[src/hdl/multi_slot_timeout_timer_unit_macros.svh]
// Assertion macros for the multi-slot timeout timer.
`ifndef MULTI_SLOT_TIMEOUT_TIMER_UNIT_MACROS_SVH
`define MULTI_SLOT_TIMEOUT_TIMER_UNIT_MACROS_SVH

`ifndef SYNTHESIS
`define MSTT_ASSERT_SAME(label, clk, rst_n, ante, cons) \
  label: assert property (@(posedge clk) disable iff (!rst_n) (ante) |-> (cons)) \
    else $error("mstt assertion failed");
`define MSTT_ASSERT_NEXT(label, clk, rst_n, ante, cons) \
  label: assert property (@(posedge clk) disable iff (!rst_n) (ante) |=> (cons)) \
    else $error("mstt assertion failed");
`else
`define MSTT_ASSERT_SAME(label, clk, rst_n, ante, cons)
`define MSTT_ASSERT_NEXT(label, clk, rst_n, ante, cons)
`endif

`endif

[src/hdl/mstt_pkg.sv]
`default_nettype none

package mstt_pkg;

  localparam int SLOT_COUNT_DEF = 8;

  localparam logic [1:0] OP_TICK  = 2'd0;
  localparam logic [1:0] OP_ARM   = 2'd1;
  localparam logic [1:0] OP_QUERY = 2'd2;

  localparam logic [15:0] DURATION_INFINITE = 16'hFFFF;

  typedef struct packed {
    logic [1:0]  opcode;
    logic        refresh_wake;
    logic [2:0]  slot_index;
    logic [15:0] deadline;
    logic [15:0] since_time;
    logic [15:0] duration_ms;
  } mstt_in_t;

  typedef struct packed {
    logic        schedule_request;
    logic [7:0]  woken_mask;
    logic [15:0] current_time;
    logic [15:0] elapsed_time;
    logic        has_elapsed;
  } mstt_out_t;

endpackage

`default_nettype wire

[src/hdl/mstt_slot_ram.sv]
`default_nettype none

module mstt_slot_ram #(
  parameter int DEPTH = 8,
  parameter int AW    = 3,
  parameter int DW    = 16
) (
  input  wire logic          clk,
  input  wire logic          we,
  input  wire logic [AW-1:0] waddr,
  input  wire logic [DW-1:0] wdata,
  input  wire logic          re,
  input  wire logic [AW-1:0] raddr,
  output logic      [DW-1:0] rdata
);

  logic [DW-1:0] mem [DEPTH];

  always_ff @(posedge clk) begin
    if (we) begin
      mem[waddr] <= wdata;
    end
  end

  always_ff @(posedge clk) begin
    if (re) begin
      rdata <= mem[raddr];
    end
  end

endmodule

`default_nettype wire

[src/hdl/multi_slot_timeout_timer_unit.sv]
// Multi-slot timeout timer. A command is taken when start is high and busy is low; its
// result appears on out_result for exactly one cycle with out_strobe high, and the
// receiver cannot stall it. Arm, query and no-op commands answer in the cycle after the
// transfer and leave busy low. A tick holds busy high while the deadline memory is swept
// one slot per cycle through its single read port, and its result appears in the same
// cycle that busy falls. Deadlines sit in a synchronous memory; armed flags are registers
// cleared by reset.
`default_nettype none

`include "multi_slot_timeout_timer_unit_macros.svh"

module multi_slot_timeout_timer_unit #(
  parameter int SLOT_COUNT = mstt_pkg::SLOT_COUNT_DEF
) (
  input  wire logic               clk,
  input  wire logic               rst_n,
  input  wire logic               start,
  output logic                    busy,
  input  wire mstt_pkg::mstt_in_t in_item,
  output logic                    out_strobe,
  output mstt_pkg::mstt_out_t     out_result
);

  import mstt_pkg::*;

  localparam int SLOT_W = (SLOT_COUNT > 1) ? $clog2(SLOT_COUNT) : 1;
  localparam logic [SLOT_W-1:0] LAST_SLOT = SLOT_W'(SLOT_COUNT - 1);

  localparam logic ST_IDLE = 1'b0;
  localparam logic ST_SCAN = 1'b1;

  logic                  state_r,   state_nxt;
  logic [15:0]           count_r,   count_nxt;
  logic [SLOT_COUNT-1:0] armed_r,   armed_nxt;
  logic [SLOT_W-1:0]     rd_idx_r,  rd_idx_nxt;
  logic                  rd_act_r,  rd_act_nxt;
  logic [SLOT_W-1:0]     cmp_idx_r, cmp_idx_nxt;
  logic                  cmp_vld_r, cmp_vld_nxt;
  logic                  wake_r,    wake_nxt;
  logic [7:0]            mask_r,    mask_nxt;
  logic                  strobe_r,  strobe_nxt;
  mstt_out_t             result_r,  result_nxt;

  logic              accept;
  logic              ram_we;
  logic [SLOT_W-1:0] ram_waddr;
  logic [15:0]       ram_rdata;
  logic              hit;
  logic [7:0]        hit_bits;
  logic [15:0]       elapsed;
  logic              arm_ok;

  assign busy      = (state_r == ST_SCAN);
  assign accept    = start && !busy;
  assign ram_waddr = SLOT_W'(in_item.slot_index);
  assign arm_ok    = (32'(in_item.slot_index) < SLOT_COUNT);
  assign elapsed   = count_r - in_item.since_time;

  // writes happen only when idle, reads only while sweeping: busy interlocks the port
  mstt_slot_ram #(
    .DEPTH (SLOT_COUNT),
    .AW    (SLOT_W),
    .DW    (16)
  ) u_slot_ram (
    .clk   (clk),
    .we    (ram_we),
    .waddr (ram_waddr),
    .wdata (in_item.deadline),
    .re    (rd_act_r),
    .raddr (rd_idx_r),
    .rdata (ram_rdata)
  );

  assign hit = cmp_vld_r && armed_r[cmp_idx_r] && (ram_rdata == count_r);

  always_comb begin
    for (int b = 0; b < 8; b++) begin
      hit_bits[b] = hit && (32'(cmp_idx_r) == b);
    end
  end

  always_comb begin
    state_nxt   = state_r;
    count_nxt   = count_r;
    armed_nxt   = armed_r;
    rd_idx_nxt  = rd_idx_r;
    rd_act_nxt  = rd_act_r;
    cmp_idx_nxt = cmp_idx_r;
    cmp_vld_nxt = 1'b0;
    wake_nxt    = wake_r;
    mask_nxt    = mask_r;
    strobe_nxt  = 1'b0;
    result_nxt  = result_r;
    ram_we      = 1'b0;
    unique case (state_r)
      ST_IDLE: begin
        if (accept) begin
          result_nxt              = '0;
          result_nxt.current_time = count_r;
          unique case (in_item.opcode)
            OP_TICK: begin
              count_nxt  = count_r + 16'd1;
              state_nxt  = ST_SCAN;
              rd_act_nxt = 1'b1;
              rd_idx_nxt = '0;
              wake_nxt   = in_item.refresh_wake;
              mask_nxt   = '0;
            end
            OP_ARM: begin
              strobe_nxt = 1'b1;
              if (arm_ok) begin
                ram_we               = 1'b1;
                armed_nxt[ram_waddr] = 1'b1;
              end
            end
            OP_QUERY: begin
              strobe_nxt              = 1'b1;
              result_nxt.elapsed_time = elapsed;
              result_nxt.has_elapsed  = (in_item.duration_ms != DURATION_INFINITE) &&
                                        (elapsed >= in_item.duration_ms);
            end
            default: begin
              strobe_nxt = 1'b1;
            end
          endcase
        end
      end
      ST_SCAN: begin
        if (rd_act_r) begin
          cmp_vld_nxt = 1'b1;
          cmp_idx_nxt = rd_idx_r;
          if (rd_idx_r == LAST_SLOT) begin
            rd_act_nxt = 1'b0;
          end else begin
            rd_idx_nxt = rd_idx_r + 1'b1;
          end
        end
        if (hit) begin
          armed_nxt[cmp_idx_r] = 1'b0;
        end
        wake_nxt = wake_r || hit;
        mask_nxt = mask_r | hit_bits;
        if (cmp_vld_r && (cmp_idx_r == LAST_SLOT)) begin
          state_nxt                   = ST_IDLE;
          strobe_nxt                  = 1'b1;
          result_nxt                  = '0;
          result_nxt.current_time     = count_r;
          result_nxt.schedule_request = wake_r || hit;
          result_nxt.woken_mask       = mask_r | hit_bits;
        end
      end
      default: begin
        state_nxt = ST_IDLE;
      end
    endcase
  end

  always_ff @(posedge clk) begin
    if (!rst_n) begin
      state_r   <= ST_IDLE;
      count_r   <= '0;
      armed_r   <= '0;
      rd_act_r  <= 1'b0;
      cmp_vld_r <= 1'b0;
      strobe_r  <= 1'b0;
    end else begin
      state_r   <= state_nxt;
      count_r   <= count_nxt;
      armed_r   <= armed_nxt;
      rd_act_r  <= rd_act_nxt;
      cmp_vld_r <= cmp_vld_nxt;
      strobe_r  <= strobe_nxt;
    end
  end

  always_ff @(posedge clk) begin
    rd_idx_r  <= rd_idx_nxt;
    cmp_idx_r <= cmp_idx_nxt;
    wake_r    <= wake_nxt;
    mask_r    <= mask_nxt;
    result_r  <= result_nxt;
  end

  assign out_strobe = strobe_r;
  assign out_result = result_r;

  `MSTT_ASSERT_NEXT(a_tick_goes_busy, clk, rst_n, accept && (in_item.opcode == OP_TICK), busy)
  `MSTT_ASSERT_SAME(a_result_when_idle, clk, rst_n, out_strobe, !busy)
  `MSTT_ASSERT_SAME(a_mask_implies_req, clk, rst_n,
                    out_strobe && (out_result.woken_mask != 8'd0),
                    out_result.schedule_request)
  `MSTT_ASSERT_SAME(a_idle_no_sweep, clk, rst_n, !busy, !rd_act_r && !cmp_vld_r)

endmodule

`default_nettype wire

[config.mk]
export PLATFORM = sky130hd
export DESIGN_NAME = multi_slot_timeout_timer_unit
export DESIGN_NICKNAME = d
export VERILOG_FILES = /design/src/hdl/mstt_pkg.sv /design/src/hdl/mstt_slot_ram.sv /design/src/hdl/multi_slot_timeout_timer_unit.sv
export VERILOG_INCLUDE_DIRS = /design/src /design/src/hdl
export SDC_FILE = /design/constraint.sdc
export NUM_CORES = 1
export LEC_CHECK = 0
export BUFFER_PORTS_ARGS = -buffer_cell sky130_fd_sc_hd__buf_2
export CORE_ASPECT_RATIO = 1.4
export CORE_UTILIZATION = 52
export DETAILED_ROUTE_END_ITERATION = 12
export GPL_TIMING_DRIVEN = 0
export PLACE_DENSITY_LB_ADDON = 0.25
export SETUP_SLACK_MARGIN = 0.02
export SYNTH_ARGS = -nofsm -noshare
export SYNTH_HDL_FRONTEND = slang
export SYNTH_SLANG_ARGS = --single-unit
[constraint.sdc]
create_clock -name clk -period 4.3 [get_ports clk]
set_input_delay 0.86 -clock clk [delete_from_list [all_inputs] [get_ports clk]]
set_output_delay 0.86 -clock clk [all_outputs]
set_load 0.01 [all_outputs]
==> flow_summary.json, run 1 <==
{
  "max_freq_mhz": 282,
  "syn_avg_cell_area_sq_um": 15.4,
  "overflow": 0,
  "crit_fanout": 5,
  "numCtsBuffers": 22,
  "path_clk_slew_ps": 70,
  "finalClockSkew_ps": 10.8,
  "grt_pass1_vias": 6324,
  "post_cts_resized": 0,
  "syn_nets": 745,
  "rsz0062_at_grt": "false",
  "hold_viol_final": 0,
  "power_mw": 4.71,
  "netlist_area_sq_mm": 0.0101,
  "maxSlewViolCount": 0,
  "status": "complete, no violations",
  "rr_worst_depth": 15,
  "areaGrowthSynthToFinish_pct": 16.8,
  "die_h_um": 167,
  "power_density_mw_per_mm2": 400,
  "path_cells": "inv_1 -> ha_1 -> fa_1 -> nor2b_1 -> o31a_1 -> nor2_1 -> o41ai_2 -> xor2_1 -> ha_1 -> nand2_1 -> nor2_1 -> a2111oi_0 -> o21ai_0 -> o211ai_1 -> a211oi_1",
  "die_area_sq_mm": 0.0200,
  "antenna_found_initial": 1,
  "drc": 0,
  "yosys.cell_types.count": 63,
  "synthCells": 653,
  "fin_crit_sh_pct": 82.6,
  "via_count": 5913,
  "fin_cells": 1048,
  "cts_buffer_depth": 3,
  "root_buffer": "clkbuf_16",
  "cap_violations": 0,
  "fin_tns_setup_ps": 0,
  "placed_cells": 1007,
  "crit_path_end_kind": "flip-flop",
  "htreeDepth": 1,
  "cts_setup_buffers": 0,
  "core-area_sq_mm": 0.0188,
  "worst_setup_path_start_kind": "flip-flop",
  "criticalPathCategory": "flip-flop to flip-flop",
  "yosysWarnings": 0,
  "synth_flop_cell": "edfxtp_1",
  "synthArstFlopShare_pct": 0,
  "wl_mm": 21.0,
  "slew_headroom_pct": 39.2,
  "seq_area_frac_synth_pct": 65.4,
  "routed_via_density": 5.64,
  "hp-class": "flip-flop to flip-flop",
  "critPathArrivalTime_ps": 3790,
  "grt_pass1_wl_mm": 33.3,
  "drtIter0Drc": 299,
  "synth-edff-count": 201,
  "clock_sinks": 229,
  "setup_violations": 0,
  "drt-wirelength-per-cell_um": 20.0,
  "ant_nets": 0,
  "start_util_pct": 53.6,
  "io_pins": 101,
  "min_period_ps": 3550,
  "fp-row-count": 59,
  "required_ps": 4540,
  "cts_tree": "yes",
  "grt_max_degree": 35,
  "gp_congestion": 0.846,
  "hold_depth": 0,
  "holdBufCountCts": 0,
  "p_leak_nw": 4.49,
  "portBuffers": 100,
  "tightest_slew_ps": 906,
  "fin_area_sq_mm": 0.0118,
  "ys_seq_elements": 229,
  "layout-drive-gt1-share_pct": 28.0,
  "track_usage_pct": 21.8,
  "irDropWorstVdd_mv": 0.324,
  "worst_skew_pair.late_latency_ps": 500,
  "die_w_um": 120,
  "critPathSlowestCell": "dfxtp_1",
  "first_pass_iters": 4,
  "slowest_delay_ps": 410,
  "nets": 879,
  "post-dp-hpwl_mm": 15.5,
  "placed_cell_area_sq_mm": 0.0111
}
critical path, delay by kind of cell (launching register included):
kind                     cells  cell delay [ps]
AO/OA/AOI/OAI                6             1200
XOR/XNOR                     1              230
adder cells (fa/ha/maj)      3              920
buffers and inverters        1              120
flip-flops                   1              410
AND/OR/NAND/NOR              4              400
cells in the mapped netlist (2+ instances only):
cell	count	share of area, %
o21ai_0	21	1.0
nand3_1	10	0.50
o21a_1	6	0.45
a22o_1	3	0.26
nor4_1	6	0.37
xor2_1	24	2.1
a31oi_1	2	0.12
nor3_1	11	0.55
a21o_1	6	0.45
and4_1	11	0.96
edfxtp_1	201	60
a21boi_0	3	0.22
and3_1	6	0.37
mux4_2	33	7.4
nor2_1	29	1.1
nor2_4	2	0.22
nand2_1	23	0.86
nand2b_1	9	0.56
buf_2	5	0.25
a211oi_1	5	0.37
and2_1	17	1.1
nand4_1	7	0.43
dfxtp_1	28	5.6
o31ai_1	2	0.15
inv_1	44	1.6
nor2b_1	9	0.56
mux2_2	16	1.8
xnor2_1	18	1.6
o21ai_1	2	0.099
or3_1	4	0.25
a21oi_1	14	0.69
ha_1	34	4.2
clkbuf_1	11	0.41
nand4_4	2	0.42
state kept, by name, indices dropped and copies added, names as in the netlist:
register and flops:
count_r 16, out_strobe 1, wake_r 1, cmp_vld_r 1
u_slot_ram.mem 128, cmp_idx_r 3, rd_idx_r 3, rd_act_r 1
mask_r 8, armed_r 8, u_slot_ram.rdata 16, out_result 42
busy 1
final timing paths:
| path | startpoint | to | slack (ps) |
|---|---|---|---|
| max reg2reg | count_r[0] | out_result[0] | 750 |
| max | count_r[0] | out_result[0] | 750 |
| min | rd_idx_r[0] | cmp_idx_r[0] | 510 |
| min reg2reg | rd_idx_r[0] | cmp_idx_r[0] | 510 |
stage by stage:
stage          util, %  hold slack [ps]  setup WS (ps)
6_report          62.6              515            749
3_5_place_dp      58.7              490            320
2_1_floorplan        -              455            815
3_3_place_gp      57.9              462           -192
4_1_cts           62.6              519            752
5_1_grt           62.6              526            518
placed cells by master (no fill, tap or decap), types with 21 or more instances in the layout:
master / n
buf_2: 105
clkbuf_16: 23
dfxtp_1: 28
edfxtp_1: 201
ha_1: 34
inv_1: 44
mux4_2: 33
nand2_1: 22
nor2_1: 23
o21ai_0: 21
xor2_1: 24
metal layers:
metal  vias up  wire length, um  share of wire, %  global-route usage [%]
met2       174            11300                54                    40.4
met3        64              893               4.3                    3.12
met4         0              840               4.0                    10.1
li1       2771                -                 -                       -
met1      2904             7950                38                    24.5
met5         -                0                 0                       0
final cells by class:
| class | instances | area [sq um] |
|---|---|---|
| Buffer | 18 | 77.6 |
| Inverter | 44 | 165 |
| Sequential cell | 229 | 6600 |
| Fill cell | 1376 | 7040 |
| Tap cell | 244 | 305 |
| Clock inverter | 11 | 109 |
| Antenna cell | 1 | 2.50 |
| Multi-Input combinational cell | 362 | 3280 |
| Clock buffer | 29 | 618 |
| Timing Repair Buffer | 110 | 637 |
where the power goes:
part,internal [mW],switching (mW)
Clock,1.13,0.798
Combinational,0.118,0.168
Sequential,2.47,0.0193
Total,3.72,0.985
kinds of logic after synthesis:
| logic type | Yosys count | share of synthesized area, % |
|---|---|---|
| mux | 51 | 9.40 |
| flops | 229 | 65.4 |
| simple gates | 154 | 9.04 |
| buf+inv | 62 | 2.41 |
| xor+xnor | 43 | 3.81 |
| fa+ha+maj | 35 | 4.42 |
| compound gates | 79 | 5.53 |
Note: power is estimated with default switching activity, not from simulation.
==> inputs of run 2 (changes only) <==
clock period = 3.3 ns   (was 4.3 ns; I/O delays follow)
==> run 2 against run 1 <==
Net effect:
- final area increased by 0.50%
- flip-flop and latch count is the same
- power is 29% higher
- critical path depth is the same
- critical path type unchanged
- fmax rose by 7.9%
- clock skew shrank 4.2 ps
- highest routed layer is now met5
- largest power group unchanged
==> flow_summary.json, run 2 (same netlist as run 1, synthesis figures left out) <==
{
  "wl_met1_mm": 7.85,
  "cap_violations": 0,
  "crit_path_end_kind": "flip-flop",
  "path_clk_slew_ps": 60,
  "criticalPathCategory": "flip-flop to flip-flop",
  "numCtsBuffers": 21,
  "post-place-ws_ps": -519,
  "portBuffers": 100,
  "wl_mm": 21.0,
  "min_period_ps": 3290,
  "min-delay-start": "in_item[46]",
  "die_w_um": 120,
  "p_leak_nw": 4.53,
  "n_antenna_cell": 0,
  "grt_max_degree": 36,
  "first_pass_iters": 4,
  "largest_reg_flops": 128,
  "fillers": 1370,
  "layout-drive-gt1-share_pct": 29.7,
  "hp-class": "input port to flip-flop",
  "htreeDepth": 1,
  "die_h_um": 167,
  "finalClockSkew_ps": 6.58,
  "die_area_sq_mm": 0.0200,
  "r2r-end": "out_result[0]",
  "regArea_sq_mm": 0.00661,
  "cts_buffer_depth": 3,
  "hold_depth": 1,
  "gp_congestion": 0.835,
  "routed_via_density": 5.71,
  "fin_tns_setup_ps": 0,
  "most-common-layout-cells": "edfxtp_1 (201), buf_2 (105), inv_1 (43)",
  "fp-row-count": 59,
  "fin_crit_sh_pct": 99.7,
  "drtIter0Drc": 291,
  "reg2reg_slack_ps": 10,
  "worstSetupStartpoint": "count_r[0]",
  "io_pins": 101,
  "clock_sinks": 229,
  "drt-wirelength-per-cell_um": 20.1,
  "track_usage_pct": 21.6,
  "worst_skew_pair.late_latency_ps": 490,
  "core-area_sq_mm": 0.0188,
  "irDropWorstVdd_mv": 0.396,
  "timing.final.ws_setup_ps": 10.7,
  "multi_input_area_sq_mm": 0.00334,
  "required_ps": 3520,
  "r2r_start": "count_r[0]",
  "worst_setup_path_start_kind": "flip-flop",
  "antenna_found_initial": 1,
  "via_count": 5976,
  "setup_violations": 0,
  "rsz0062_at_grt": "true",
  "hold_viol_final": 0,
  "root_buffer": "clkbuf_16",
  "drc": 0,
  "top_register": "u_slot_ram.mem",
  "routed-wl-met3_um": 832,
  "status": "complete, no violations",
  "rr_worst_depth": 15,
  "mostFrequentLayoutCell": "edfxtp_1",
  "power_density_mw_per_mm2": 512,
  "cts_tree": "yes",
  "start_util_pct": 53.6,
  "post-dp-hpwl_mm": 15.3,
  "ant_nets": 0,
  "hold_slack_ps": 436,
  "endpoint": "out_result[0]",
  "max_freq_mhz": 304,
  "grt_pass1_wl_mm": 33.1,
  "slew_headroom_pct": 38.1,
  "maxSlewViolCount": 0,
  "tightest_slew_ps": 923,
  "holdBufCountCts": 0,
  "grt_pass1_vias": 6290,
  "nets": 881,
  "overflow": 0,
  "wl_met2_mm": 11.7,
  "critPathArrivalTime_ps": 3510,
  "crit_fanout": 2,
  "areaGrowthSynthToFinish_pct": 17.4,
  "routed.top_layer": "met5"
}
-- run 2: cell types whose count changed in the layout (fill, tap and decap cells not counted), sizes merged --
cell and change:
clkinvlp -3, bufinv +1, clkinv -2, buf +3, diode -1
-- run 2: worst min-delay path by stage --
stage	to	slack, ps
finish	u_slot_ram.mem[0][14]	440
global route	u_slot_ram.mem[7][14]	430
CTS	u_slot_ram.mem[7][14]	430
detailed placement	cmp_idx_r[2]	480
global placement	cmp_idx_r[2]	470
floorplan	cmp_idx_r[0]	450
-- run 2: timing repair --
action / in CTS / in global routing
setup endpoints to repair: 1 / 1
buffers inserted: 0 / 4
resized for setup: 10 / 13
pin swaps: 4 / 12
-- run 2: metrics by stage --
| stage | utilization (%) | power (mW) | instances | instance area [sq um] |
|---|---|---|---|---|
| floorplan | - | 3.52 | 653 | 10100 |
| global placement | 57.9 | 3.66 | 997 | 10900 |
| detailed placement | 58.7 | 3.68 | 1006 | 11100 |
| CTS | 62.5 | 6.09 | 1042 | 11800 |
| global route | 62.9 | 6.26 | 1046 | 11800 |
| finish | 62.9 | 6.06 | 1046 | 11800 |
-- run 2: per-layer routing --
metal  vias up  track usage, %
li1       2765               -
met1      2994            23.9
met2       167            41.0
met3        48            3.01
met4         2            8.70
met5         -               0
-- run 2: area by class of cell --
cell class | instances | area share [%]
clock inverters | 7 | 0.908
clock buffers | 29 | 4.86
inverters | 44 | 1.42
well taps | 244 | 2.58
multi-input cells | 362 | 28.2
plain buffers | 18 | 0.655
flip-flops and latches | 229 | 55.8
repair buffers | 113 | 5.60
-- run 2: critical path: stages (launching register included) --
cell       delay, ps
dfxtp_4          360
inv_4             40
ha_4             160
fa_2             390
nor2b_2          140
o31a_1           220
nor2_4            70
o41ai_4          340
xor2_1           230
ha_1             290
nand2_1           80
nor2_2            50
a2111oi_2        290
o21ai_1          120
o211ai_1         120
a211oi_2         100
-- run 2: power breakdown --
part	internal [mW]	total, mW	switching (mW)
registers	3.22	3.25	0.0251
logic	0.163	0.388	0.225
clock network	1.45	2.43	0.978
total	4.83	6.06	1.23
